`src/lwma_pkg.sv`:
```
// shared types and constants for the linear weighted moving average
`timescale 1ns / 1ps
`default_nettype none

package lwma_pkg;

  // payload and state widths
  localparam int unsigned PRICE_W    = 32;
  localparam int unsigned PERIOD_W   = 6;
  localparam int unsigned PLAIN_W    = 38;
  localparam int unsigned WSUM_W     = 44;
  localparam int unsigned FILL_W     = 7;
  localparam int unsigned HIST_DEPTH = 64;
  localparam int unsigned PTR_W      = $clog2(HIST_DEPTH);
  localparam int unsigned PROD_W     = FILL_W + PRICE_W;

  // divider widths: numerator carries the rounding half, denominator up to 2080
  localparam int unsigned NUM_W  = WSUM_W + 1;
  localparam int unsigned DEN_W  = 12;
  localparam int unsigned CNT_W  = $clog2(NUM_W + 1);

  // register port
  localparam int unsigned APB_AW = 3;
  localparam int unsigned APB_DW = 32;

  localparam logic [PERIOD_W-1:0] PERIOD_RESET = PERIOD_W'(14);

  // register index decoded from the word address
  typedef enum logic [0:0] {
    REG_PERIOD = 1'b0,
    REG_NONE   = 1'b1
  } reg_idx_e;

  // request to the divider
  typedef struct packed {
    logic             start;
    logic [NUM_W-1:0] num;
    logic [DEN_W-1:0] den;
  } div_req_t;

  // response from the divider
  typedef struct packed {
    logic             done;
    logic [NUM_W-1:0] quot;
  } div_rsp_t;

endpackage

`default_nettype wire

```
`src/lwma_if.sv`:
```
// valid/ready channel interfaces for price samples and averages
`timescale 1ns / 1ps
`default_nettype none

interface lwma_in_if import lwma_pkg::*; ();
  logic               valid;
  logic               ready;
  logic [PRICE_W-1:0] price;

  modport source (output valid, output price, input ready);
  modport sink   (input valid, input price, output ready);
endinterface

interface lwma_out_if import lwma_pkg::*; ();
  logic               valid;
  logic               ready;
  logic [PRICE_W-1:0] average;
  logic               valid_res;

  modport source (output valid, output average, output valid_res, input ready);
  modport sink   (input valid, input average, input valid_res, output ready);
endinterface

`default_nettype wire

```
`src/lwma_ram.sv`:
```
// generic single-write, single-read ram with registered read data
`timescale 1ns / 1ps
`default_nettype none

module lwma_ram #(
  parameter int unsigned WIDTH = 32,
  parameter int unsigned DEPTH = 64
) (
  input  wire logic                     clk_i,
  input  wire logic                     we_i,
  input  wire logic [$clog2(DEPTH)-1:0] waddr_i,
  input  wire logic [WIDTH-1:0]         wdata_i,
  input  wire logic                     re_i,
  input  wire logic [$clog2(DEPTH)-1:0] raddr_i,
  output      logic [WIDTH-1:0]         rdata_o
);

  logic [WIDTH-1:0] mem_q [DEPTH];
  logic [WIDTH-1:0] rdata_q;

  // write port
  always_ff @(posedge clk_i) begin
    if (we_i) begin
      mem_q[waddr_i] <= wdata_i;
    end
  end

  // registered read port
  always_ff @(posedge clk_i) begin
    if (re_i) begin
      rdata_q <= mem_q[raddr_i];
    end
  end

  assign rdata_o = rdata_q;

endmodule

`default_nettype wire

```
`src/lwma_div.sv`:
```
// restoring divider, one quotient bit per cycle
`timescale 1ns / 1ps
`default_nettype none

module lwma_div import lwma_pkg::*; (
  input  wire logic     clk_i,
  input  wire logic     rst_ni,
  input  wire div_req_t req_i,
  output      div_rsp_t rsp_o
);

  logic             busy_q;
  logic             done_q;
  logic [CNT_W-1:0] cnt_q;
  logic [NUM_W-1:0] quot_q;
  logic [DEN_W-1:0] rem_q;
  logic [DEN_W-1:0] den_q;
  logic [DEN_W:0]   trial;
  logic             qbit;
  logic [DEN_W:0]   diff;

  // shift in the next numerator bit and try to subtract
  always_comb begin
    trial = {rem_q, quot_q[NUM_W-1]};
    diff  = trial - {1'b0, den_q};
    qbit  = (trial >= {1'b0, den_q});
  end

  // control: busy flag, bit counter, done pulse
  always_ff @(posedge clk_i or negedge rst_ni) begin
    if (!rst_ni) begin
      busy_q <= 1'b0;
      done_q <= 1'b0;
      cnt_q  <= '0;
    end else begin
      done_q <= 1'b0;
      if (req_i.start) begin
        busy_q <= 1'b1;
        cnt_q  <= CNT_W'(NUM_W);
      end else if (busy_q) begin
        cnt_q <= cnt_q - CNT_W'(1);
        if (cnt_q == CNT_W'(1)) begin
          busy_q <= 1'b0;
          done_q <= 1'b1;
        end
      end
    end
  end

  // datapath: remainder and numerator/quotient shift register
  always_ff @(posedge clk_i) begin
    if (req_i.start) begin
      rem_q  <= '0;
      den_q  <= req_i.den;
      quot_q <= req_i.num;
    end else if (busy_q) begin
      rem_q  <= qbit ? diff[DEN_W-1:0] : trial[DEN_W-1:0];
      quot_q <= {quot_q[NUM_W-2:0], qbit};
    end
  end

  assign rsp_o.done = done_q;
  assign rsp_o.quot = quot_q;

endmodule

`default_nettype wire

```
`src/linear_weighted_moving_average.sv`:
```
// linear weighted moving average: sequencer, running sums and register port
// full window: the sample transfer is followed by multiply, sum update, divider launch,
// divide, quotient capture and output load; while filling the divide is skipped (zero result)
// input ready again the cycle after the output load, so a new sample waits for the last
// result, and also while an earlier result still waits in the output register
// reset (async, active low) clears sums, fill count, pointer, sets period 14; ram not cleared
`timescale 1ns / 1ps
`default_nettype none

module linear_weighted_moving_average import lwma_pkg::*; (
  input  wire logic              clk_i,
  input  wire logic              rst_ni,
  lwma_in_if.sink                in_i,
  lwma_out_if.source             out_o,
  input  wire logic              psel,
  input  wire logic              penable,
  input  wire logic              pwrite,
  input  wire logic [APB_AW-1:0] paddr,
  input  wire logic [APB_DW-1:0] pwdata,
  output      logic [APB_DW-1:0] prdata,
  output      logic              pready
);

  typedef enum logic [2:0] {
    S_IDLE,
    S_READ,
    S_UPDATE,
    S_SETUP,
    S_DIV,
    S_DONE
  } state_e;

  state_e              state_q;
  logic [PERIOD_W-1:0] period_q;
  logic [PLAIN_W-1:0]  plain_q;
  logic [WSUM_W-1:0]   wsum_q;
  logic [FILL_W-1:0]   fill_q;
  logic [PTR_W-1:0]    wptr_q;
  logic [PRICE_W-1:0]  x_q;
  logic [PROD_W-1:0]   prod_q;
  logic [FILL_W-1:0]   weight_q;
  logic                full_q;
  logic [PRICE_W-1:0]  res_avg_q;
  logic                res_vres_q;
  logic                out_valid_q;
  logic [PRICE_W-1:0]  out_avg_q;
  logic                out_vres_q;

  logic [FILL_W-1:0]   win_len;
  logic                full_now;
  logic [FILL_W-1:0]   weight;
  logic                in_xfer;
  logic                out_load;
  logic                cfg_wr;
  reg_idx_e            cfg_idx;
  logic [2*FILL_W-1:0] den_full;
  logic [DEN_W-1:0]    den;
  logic [PRICE_W-1:0]  old_sample;
  div_req_t            div_req;
  div_rsp_t            div_rsp;

  // window length and the weight of the incoming sample
  always_comb begin
    win_len  = FILL_W'(period_q) + FILL_W'(1);
    full_now = (fill_q >= win_len);
    weight   = full_now ? win_len : fill_q + FILL_W'(1);
    den_full = (2*FILL_W)'(win_len) * (2*FILL_W)'(win_len + FILL_W'(1));
    den      = den_full[DEN_W:1];
  end

  // register port decode
  assign cfg_idx = reg_idx_e'(paddr[APB_AW-1]);
  assign cfg_wr  = psel && penable && pwrite && (cfg_idx == REG_PERIOD);
  assign pready  = 1'b1;
  assign prdata  = (cfg_idx == REG_PERIOD) ? APB_DW'(period_q) : '0;

  assign in_i.ready = (state_q == S_IDLE);
  assign in_xfer    = in_i.valid && in_i.ready;

  // finished result moves into a free or draining output register
  assign out_load = (state_q == S_DONE) && (!out_valid_q || out_o.ready);

  // divider launch with the rounding half added to the weighted sum
  always_comb begin
    div_req.start = (state_q == S_SETUP);
    div_req.num   = NUM_W'(wsum_q) + NUM_W'(den[DEN_W-1:1]);
    div_req.den   = den;
  end

  // sample history ring, oldest entry read at transfer in
  lwma_ram #(
    .WIDTH (PRICE_W),
    .DEPTH (HIST_DEPTH)
  ) u_hist (
    .clk_i   (clk_i),
    .we_i    (state_q == S_UPDATE),
    .waddr_i (wptr_q),
    .wdata_i (x_q),
    .re_i    (in_xfer),
    .raddr_i (wptr_q - win_len[PTR_W-1:0]),
    .rdata_o (old_sample)
  );

  lwma_div u_div (
    .clk_i  (clk_i),
    .rst_ni (rst_ni),
    .req_i  (div_req),
    .rsp_o  (div_rsp)
  );

  // sequencer with running sums and output register
  always_ff @(posedge clk_i or negedge rst_ni) begin
    if (!rst_ni) begin
      state_q     <= S_IDLE;
      period_q    <= PERIOD_RESET;
      plain_q     <= '0;
      wsum_q      <= '0;
      fill_q      <= '0;
      wptr_q      <= '0;
      x_q         <= '0;
      prod_q      <= '0;
      weight_q    <= '0;
      full_q      <= 1'b0;
      res_avg_q   <= '0;
      res_vres_q  <= 1'b0;
      out_valid_q <= 1'b0;
      out_avg_q   <= '0;
      out_vres_q  <= 1'b0;
    end else begin
      if (out_load) begin
        out_valid_q <= 1'b1;
      end else if (out_o.ready) begin
        out_valid_q <= 1'b0;
      end
      if (cfg_wr) begin
        period_q <= pwdata[PERIOD_W-1:0];
        plain_q  <= '0;
        wsum_q   <= '0;
        fill_q   <= '0;
        wptr_q   <= '0;
      end
      unique case (state_q)
        S_IDLE: begin
          if (in_xfer) begin
            x_q     <= in_i.price;
            state_q <= S_READ;
          end
        end
        S_READ: begin
          prod_q   <= PROD_W'(weight) * PROD_W'(x_q);
          weight_q <= weight;
          full_q   <= full_now;
          state_q  <= S_UPDATE;
        end
        S_UPDATE: begin
          if (full_q) begin
            wsum_q  <= wsum_q - WSUM_W'(plain_q) + WSUM_W'(prod_q);
            plain_q <= plain_q - PLAIN_W'(old_sample) + PLAIN_W'(x_q);
          end else begin
            wsum_q  <= wsum_q + WSUM_W'(prod_q);
            plain_q <= plain_q + PLAIN_W'(x_q);
          end
          fill_q <= weight_q;
          wptr_q <= wptr_q + PTR_W'(1);
          if (weight_q == win_len) begin
            state_q <= S_SETUP;
          end else begin
            res_avg_q  <= '0;
            res_vres_q <= 1'b0;
            state_q    <= S_DONE;
          end
        end
        S_SETUP: begin
          state_q <= S_DIV;
        end
        S_DIV: begin
          if (div_rsp.done) begin
            res_avg_q  <= (div_rsp.quot[NUM_W-1:PRICE_W] != '0) ? '1
                                                                : div_rsp.quot[PRICE_W-1:0];
            res_vres_q <= 1'b1;
            state_q    <= S_DONE;
          end
        end
        S_DONE: begin
          if (out_load) begin
            out_avg_q  <= res_avg_q;
            out_vres_q <= res_vres_q;
            state_q    <= S_IDLE;
          end
        end
        default: begin
          state_q <= S_IDLE;
        end
      endcase
    end
  end

  assign out_o.valid     = out_valid_q;
  assign out_o.average   = out_avg_q;
  assign out_o.valid_res = out_vres_q;

  // fill count never runs past the window
  a_fill_bound: assert property (@(posedge clk_i) disable iff (!rst_ni)
    fill_q <= win_len)
    else $error("fill count exceeds window length");

  // a result without a full window carries a zero average
  a_zero_avg: assert property (@(posedge clk_i) disable iff (!rst_ni)
    out_o.valid && !out_o.valid_res |-> out_o.average == '0)
    else $error("average nonzero while window not full");

  // after a sample transfer the block stays busy
  a_busy: assert property (@(posedge clk_i) disable iff (!rst_ni)
    in_xfer |=> !in_i.ready)
    else $error("input ready right after a transfer");

  // the divider only finishes while the sequencer waits on it
  a_div_done: assert property (@(posedge clk_i) disable iff (!rst_ni)
    div_rsp.done |-> state_q == S_DIV)
    else $error("divider done outside of divide state");

endmodule

`default_nettype wire

```
`src/flat_wrapper.sv`:
```
// flat-port wrapper written by rule: the top's interface ports become plain ports
module linear_weighted_moving_average_flat import lwma_pkg::*;
  (clk_i, rst_ni, psel, penable, pwrite, paddr, pwdata, prdata, pready, in_i_valid, in_i_price, in_i_ready, out_o_valid, out_o_average, out_o_valid_res, out_o_ready);
  lwma_in_if in_i_i ();
  lwma_out_if out_o_i ();
  input  wire logic clk_i;
  input  wire logic rst_ni;
  input  wire logic psel;
  input  wire logic penable;
  input  wire logic pwrite;
  input  wire logic [APB_AW-1:0] paddr;
  input  wire logic [APB_DW-1:0] pwdata;
  output      logic [APB_DW-1:0] prdata;
  output      logic pready;
  input wire logic [$bits(in_i_i.valid)-1:0] in_i_valid;
  input wire logic [$bits(in_i_i.price)-1:0] in_i_price;
  output wire logic [$bits(in_i_i.ready)-1:0] in_i_ready;
  output wire logic [$bits(out_o_i.valid)-1:0] out_o_valid;
  output wire logic [$bits(out_o_i.average)-1:0] out_o_average;
  output wire logic [$bits(out_o_i.valid_res)-1:0] out_o_valid_res;
  input wire logic [$bits(out_o_i.ready)-1:0] out_o_ready;
  assign in_i_i.valid = in_i_valid;
  assign in_i_i.price = in_i_price;
  assign in_i_ready = in_i_i.ready;
  assign out_o_valid = out_o_i.valid;
  assign out_o_average = out_o_i.average;
  assign out_o_valid_res = out_o_i.valid_res;
  assign out_o_i.ready = out_o_ready;
  linear_weighted_moving_average u_core (.clk_i(clk_i), .rst_ni(rst_ni), .in_i(in_i_i), .out_o(out_o_i), .psel(psel), .penable(penable), .pwrite(pwrite), .paddr(paddr), .pwdata(pwdata), .prdata(prdata), .pready(pready));
endmodule
```
`config.mk`:
```
export PLATFORM = sky130hd
export DESIGN_NAME = linear_weighted_moving_average_flat
export DESIGN_NICKNAME = d
export VERILOG_FILES = /design/src/lwma_pkg.sv /design/src/lwma_if.sv /design/src/lwma_ram.sv /design/src/lwma_div.sv /design/src/linear_weighted_moving_average.sv /design/src/flat_wrapper.sv
export SDC_FILE = /design/constraint.sdc
export NUM_CORES = 2
export LEC_CHECK = 0
export BUFFER_PORTS_ARGS = -buffer_cell sky130_fd_sc_hd__buf_2
export CORE_ASPECT_RATIO = 0.8
export CORE_UTILIZATION = 45
export CTS_CLUSTER_DIAMETER = 60
export DETAILED_ROUTE_END_ITERATION = 6
export SYNTH_ARGS = -nofsm -noshare
export SYNTH_HDL_FRONTEND = slang
export SYNTH_SLANG_ARGS = --single-unit
```
`constraint.sdc`:
```
create_clock -name clk_i -period 18.65 [get_ports clk_i]
set_input_delay 1.865 -clock clk_i [delete_from_list [all_inputs] [get_ports clk_i]]
set_output_delay 1.865 -clock clk_i [all_outputs]
set_load 0.02 [all_outputs]
```
==> results.tsv <==
metric	value	unit
hold_viol_final	0	
path_class	reg2reg	
ys_types	108	
grt.total_usage	0.235	
cts_resized	0	
drt_pass1_iterations	6	
worstReg2RegStart	u_core.period_q[1]	
initial_core_util	0.454	
yosysWarnings	0	
design.core.area	251000	µm²
cts-root-buf	clkbuf_16	
worst-slew-pin-transition	1.44	ns
critical_path.max_stage_delay	0.79	ns
io_buffers	86	
cp.required	19.37	ns
synth.avg_cell_area	15.1	µm²
syn2layout_area_growth	11.1	%
slew_headroom	0.0414	
ant_nets	0	
ios	142	
die_x	564	µm
min_to	u_core.res_avg_q[16]	
fp.dieH	452	µm
gp_congestion	0.918	
rsz0062_at_grt	no	
grt_overflow_total	0	
die_area	255000	µm²
min_path_cells	2	
rr_endpoint	u_core.prod_q[38]	
cts_setup_buffers	0	
worstPathArrival	10.32	ns
grt_pass1_wl	441000	µm
routedWlPerCell	26.7	µm
async_flop_share	0.107	
cts_tree	yes	
setup_viol	0	
row_count	164	
drv_cap	0	
post-route-period-util	0.514	
cts_max_level	4	
grt_max_degree	115	
dp_hpwl	181000	µm
clock_skew	0.0617	ns
ys_seq_area_frac	0.622	
clk_latency	0.92	ns
clkSinkCount	2407	
synth_ff_type	edfxtp_1	
syn_area	114000	µm²
vias	65950	
min_from	u_core.res_avg_q[16]	
vias_per_cell	5.88	
synth-edff-count	2137	
layout_min_cycle_time	9.59	ns
ys_seq_elements	2407	
drive_above_1_share	0.171	
rr_worst_depth	30	
hold_buffers	0	
clock.fmax	104	MHz
antenna_found_initial	17	
rrSetupSlack	9.06	ns
min_path_type	reg2reg	
synth_cells	7561	
clk_pin_slew	0.06	ns
drv_slew	0	
final.setup.tns	0	ns
cp-start-kind	flip-flop	
crit_slowest_cell	a21oi_4	
drtIter0Drc	7081	
crit_fanout	33	
drc	0	
endpoint_kind	flip-flop	
outcome	complete, no violations	
final_nets	8310	
clockBufferDepth	4	
numCtsBuffers	239	
wl	299000	µm
grt_pass1_vias	66681	
-- through the flow --
step	setup WS (ns)	hold slack, ns	cells	cell area (µm²)	util
2_1_floorplan	11.07	0.433	7592	114000	-
3_3_place_gp	9.03	0.451	10780	119000	0.475
3_5_place_dp	9.14	0.456	10780	119000	0.475
4_1_cts	9.08	0.469	11214	126000	0.505
5_1_grt	8.42	0.482	11215	126000	0.505
6_report	9.06	0.462	11216	126000	0.505
-- final cells by class --
type,instances,area [µm²]
antenna,2,5.00
clock buffer,292,6260
clock inverter,142,1260
fill,20870,124000
inverter,534,2000
multi-input combinational,4258,40000
sequential,2407,70900
tap,3320,4150
timing repair buffer,261,1840
-- layout by cell type (no fill, tap or decap), types with 62 or more instances in the layout --
master and n:
a21o_1 117, ha_1 282, o21ai_0 291, mux2i_1 82, xnor2_1 154, buf_4 168, a311oi_1 85, buf_2 85
nor2_1 206, dfrtp_1 222, edfxtp_1 2137, and2_1 197, nor2_4 62, a211oi_1 129, xor2_1 98, mux4_2 512
inv_1 533, nand2_1 668, clkbuf_16 241, a21oi_1 287, nand3_1 67, fa_1 251
-- cell families after synthesis --
family,count (synthesis),synth area share
muxes,650,0.114
and+or+nand+nor,1512,0.0616
DFF,2407,0.622
AOI/OAI and AO/OA,1265,0.0728
adders and majority gates,538,0.0757
buffers and inverters,927,0.0328
other,2,0.0000660
xor gates and xnor gates,260,0.0206
-- cell usage after synthesis (8+ instances only) --
master    instances  area, µm²
a211o_1          11       96.3
a211oi_1        129        968
a21boi_0          9       67.6
a21o_1          117        878
a21oi_1         287       1440
a22o_1            8       70.1
a22oi_1          23        173
a311oi_1         95        832
a31oi_1          57        357
and2_0           53        332
and2_1          199       1240
and3_1           34        213
buf_1            16       60.1
buf_2            70        350
buf_4            39        293
clkbuf_1        262        983
dfrtp_1         255       6380
dfxtp_1          12        240
edfxtp_1       2137      64200
fa_1            252       5040
ha_1            283       3540
inv_1           533       2000
mux2_2           52        586
mux2i_1          86        861
mux4_2          512      11500
nand2_1         672       2520
nand2b_1         35        219
nand3_1          67        335
nand4_1          42        263
nor2_1          268       1010
nor2b_1          36        225
nor3_1           51        255
nor4_1            8       50.1
o211ai_1         16        120
o21a_1           27        203
o21ai_0         291       1460
o21ai_1          17       85.1
o21bai_1         30        225
o22ai_1          45        282
o31ai_1          14        105
or2_2             9       56.3
or3_1            11       68.8
xnor2_1         155       1360
xor2_1          100        876
-- critical path, delay by kind of cell (launching register included) --
kind | cells | cell delay (ns)
fa+ha+maj | 8 | 3.42
xor+xnor | 1 | 0.16
flops | 1 | 0.58
compound gates | 11 | 3.76
simple gates | 6 | 1.05
buf+inv | 4 | 0.41
-- sequential cells by signal, indices dropped and copies added (netlist names), 7 cells and up --
register	count
u_core.u_hist.mem_q	2048
u_core.u_div.quot_q	45
u_core.wsum_q	44
u_core.prod_q	39
u_core.plain_q	38
u_core.out_o.average	32
u_core.res_avg_q	32
u_core.u_hist.rdata_o	32
u_core.x_q	32
u_core.u_div.den_q	12
u_core.u_div.rem_q	12
u_core.fill_q	7
u_core.weight_q	7
-- metal layers --
metal | up-vias | track usage | wire, µm
met2 | 2298 | 0.365 | 137000
li1 | 28769 | - | -
met5 | - | 0 | 0
met4 | 0 | 0.0547 | 6680
met3 | 352 | 0.0401 | 23800
met1 | 34531 | 0.346 | 132000
-- worst max path at each step --
stage,start,endpoint,slack [ns],cells past startpoint
global placement,u_core.period_q[0],u_core.prod_q[38],9.03,30
detailed placement,u_core.period_q[0],u_core.prod_q[38],9.14,30
floorplan,u_core.period_q[0],u_core.prod_q[35],11.07,32
CTS,u_core.period_q[0],u_core.prod_q[38],9.08,30
global route,u_core.period_q[0],u_core.prod_q[38],8.42,30
finish,u_core.period_q[1],u_core.prod_q[38],9.06,30
Power is not shown: default switching activity piles up to over one toggle a cycle in this logic, so the estimate is an artifact.
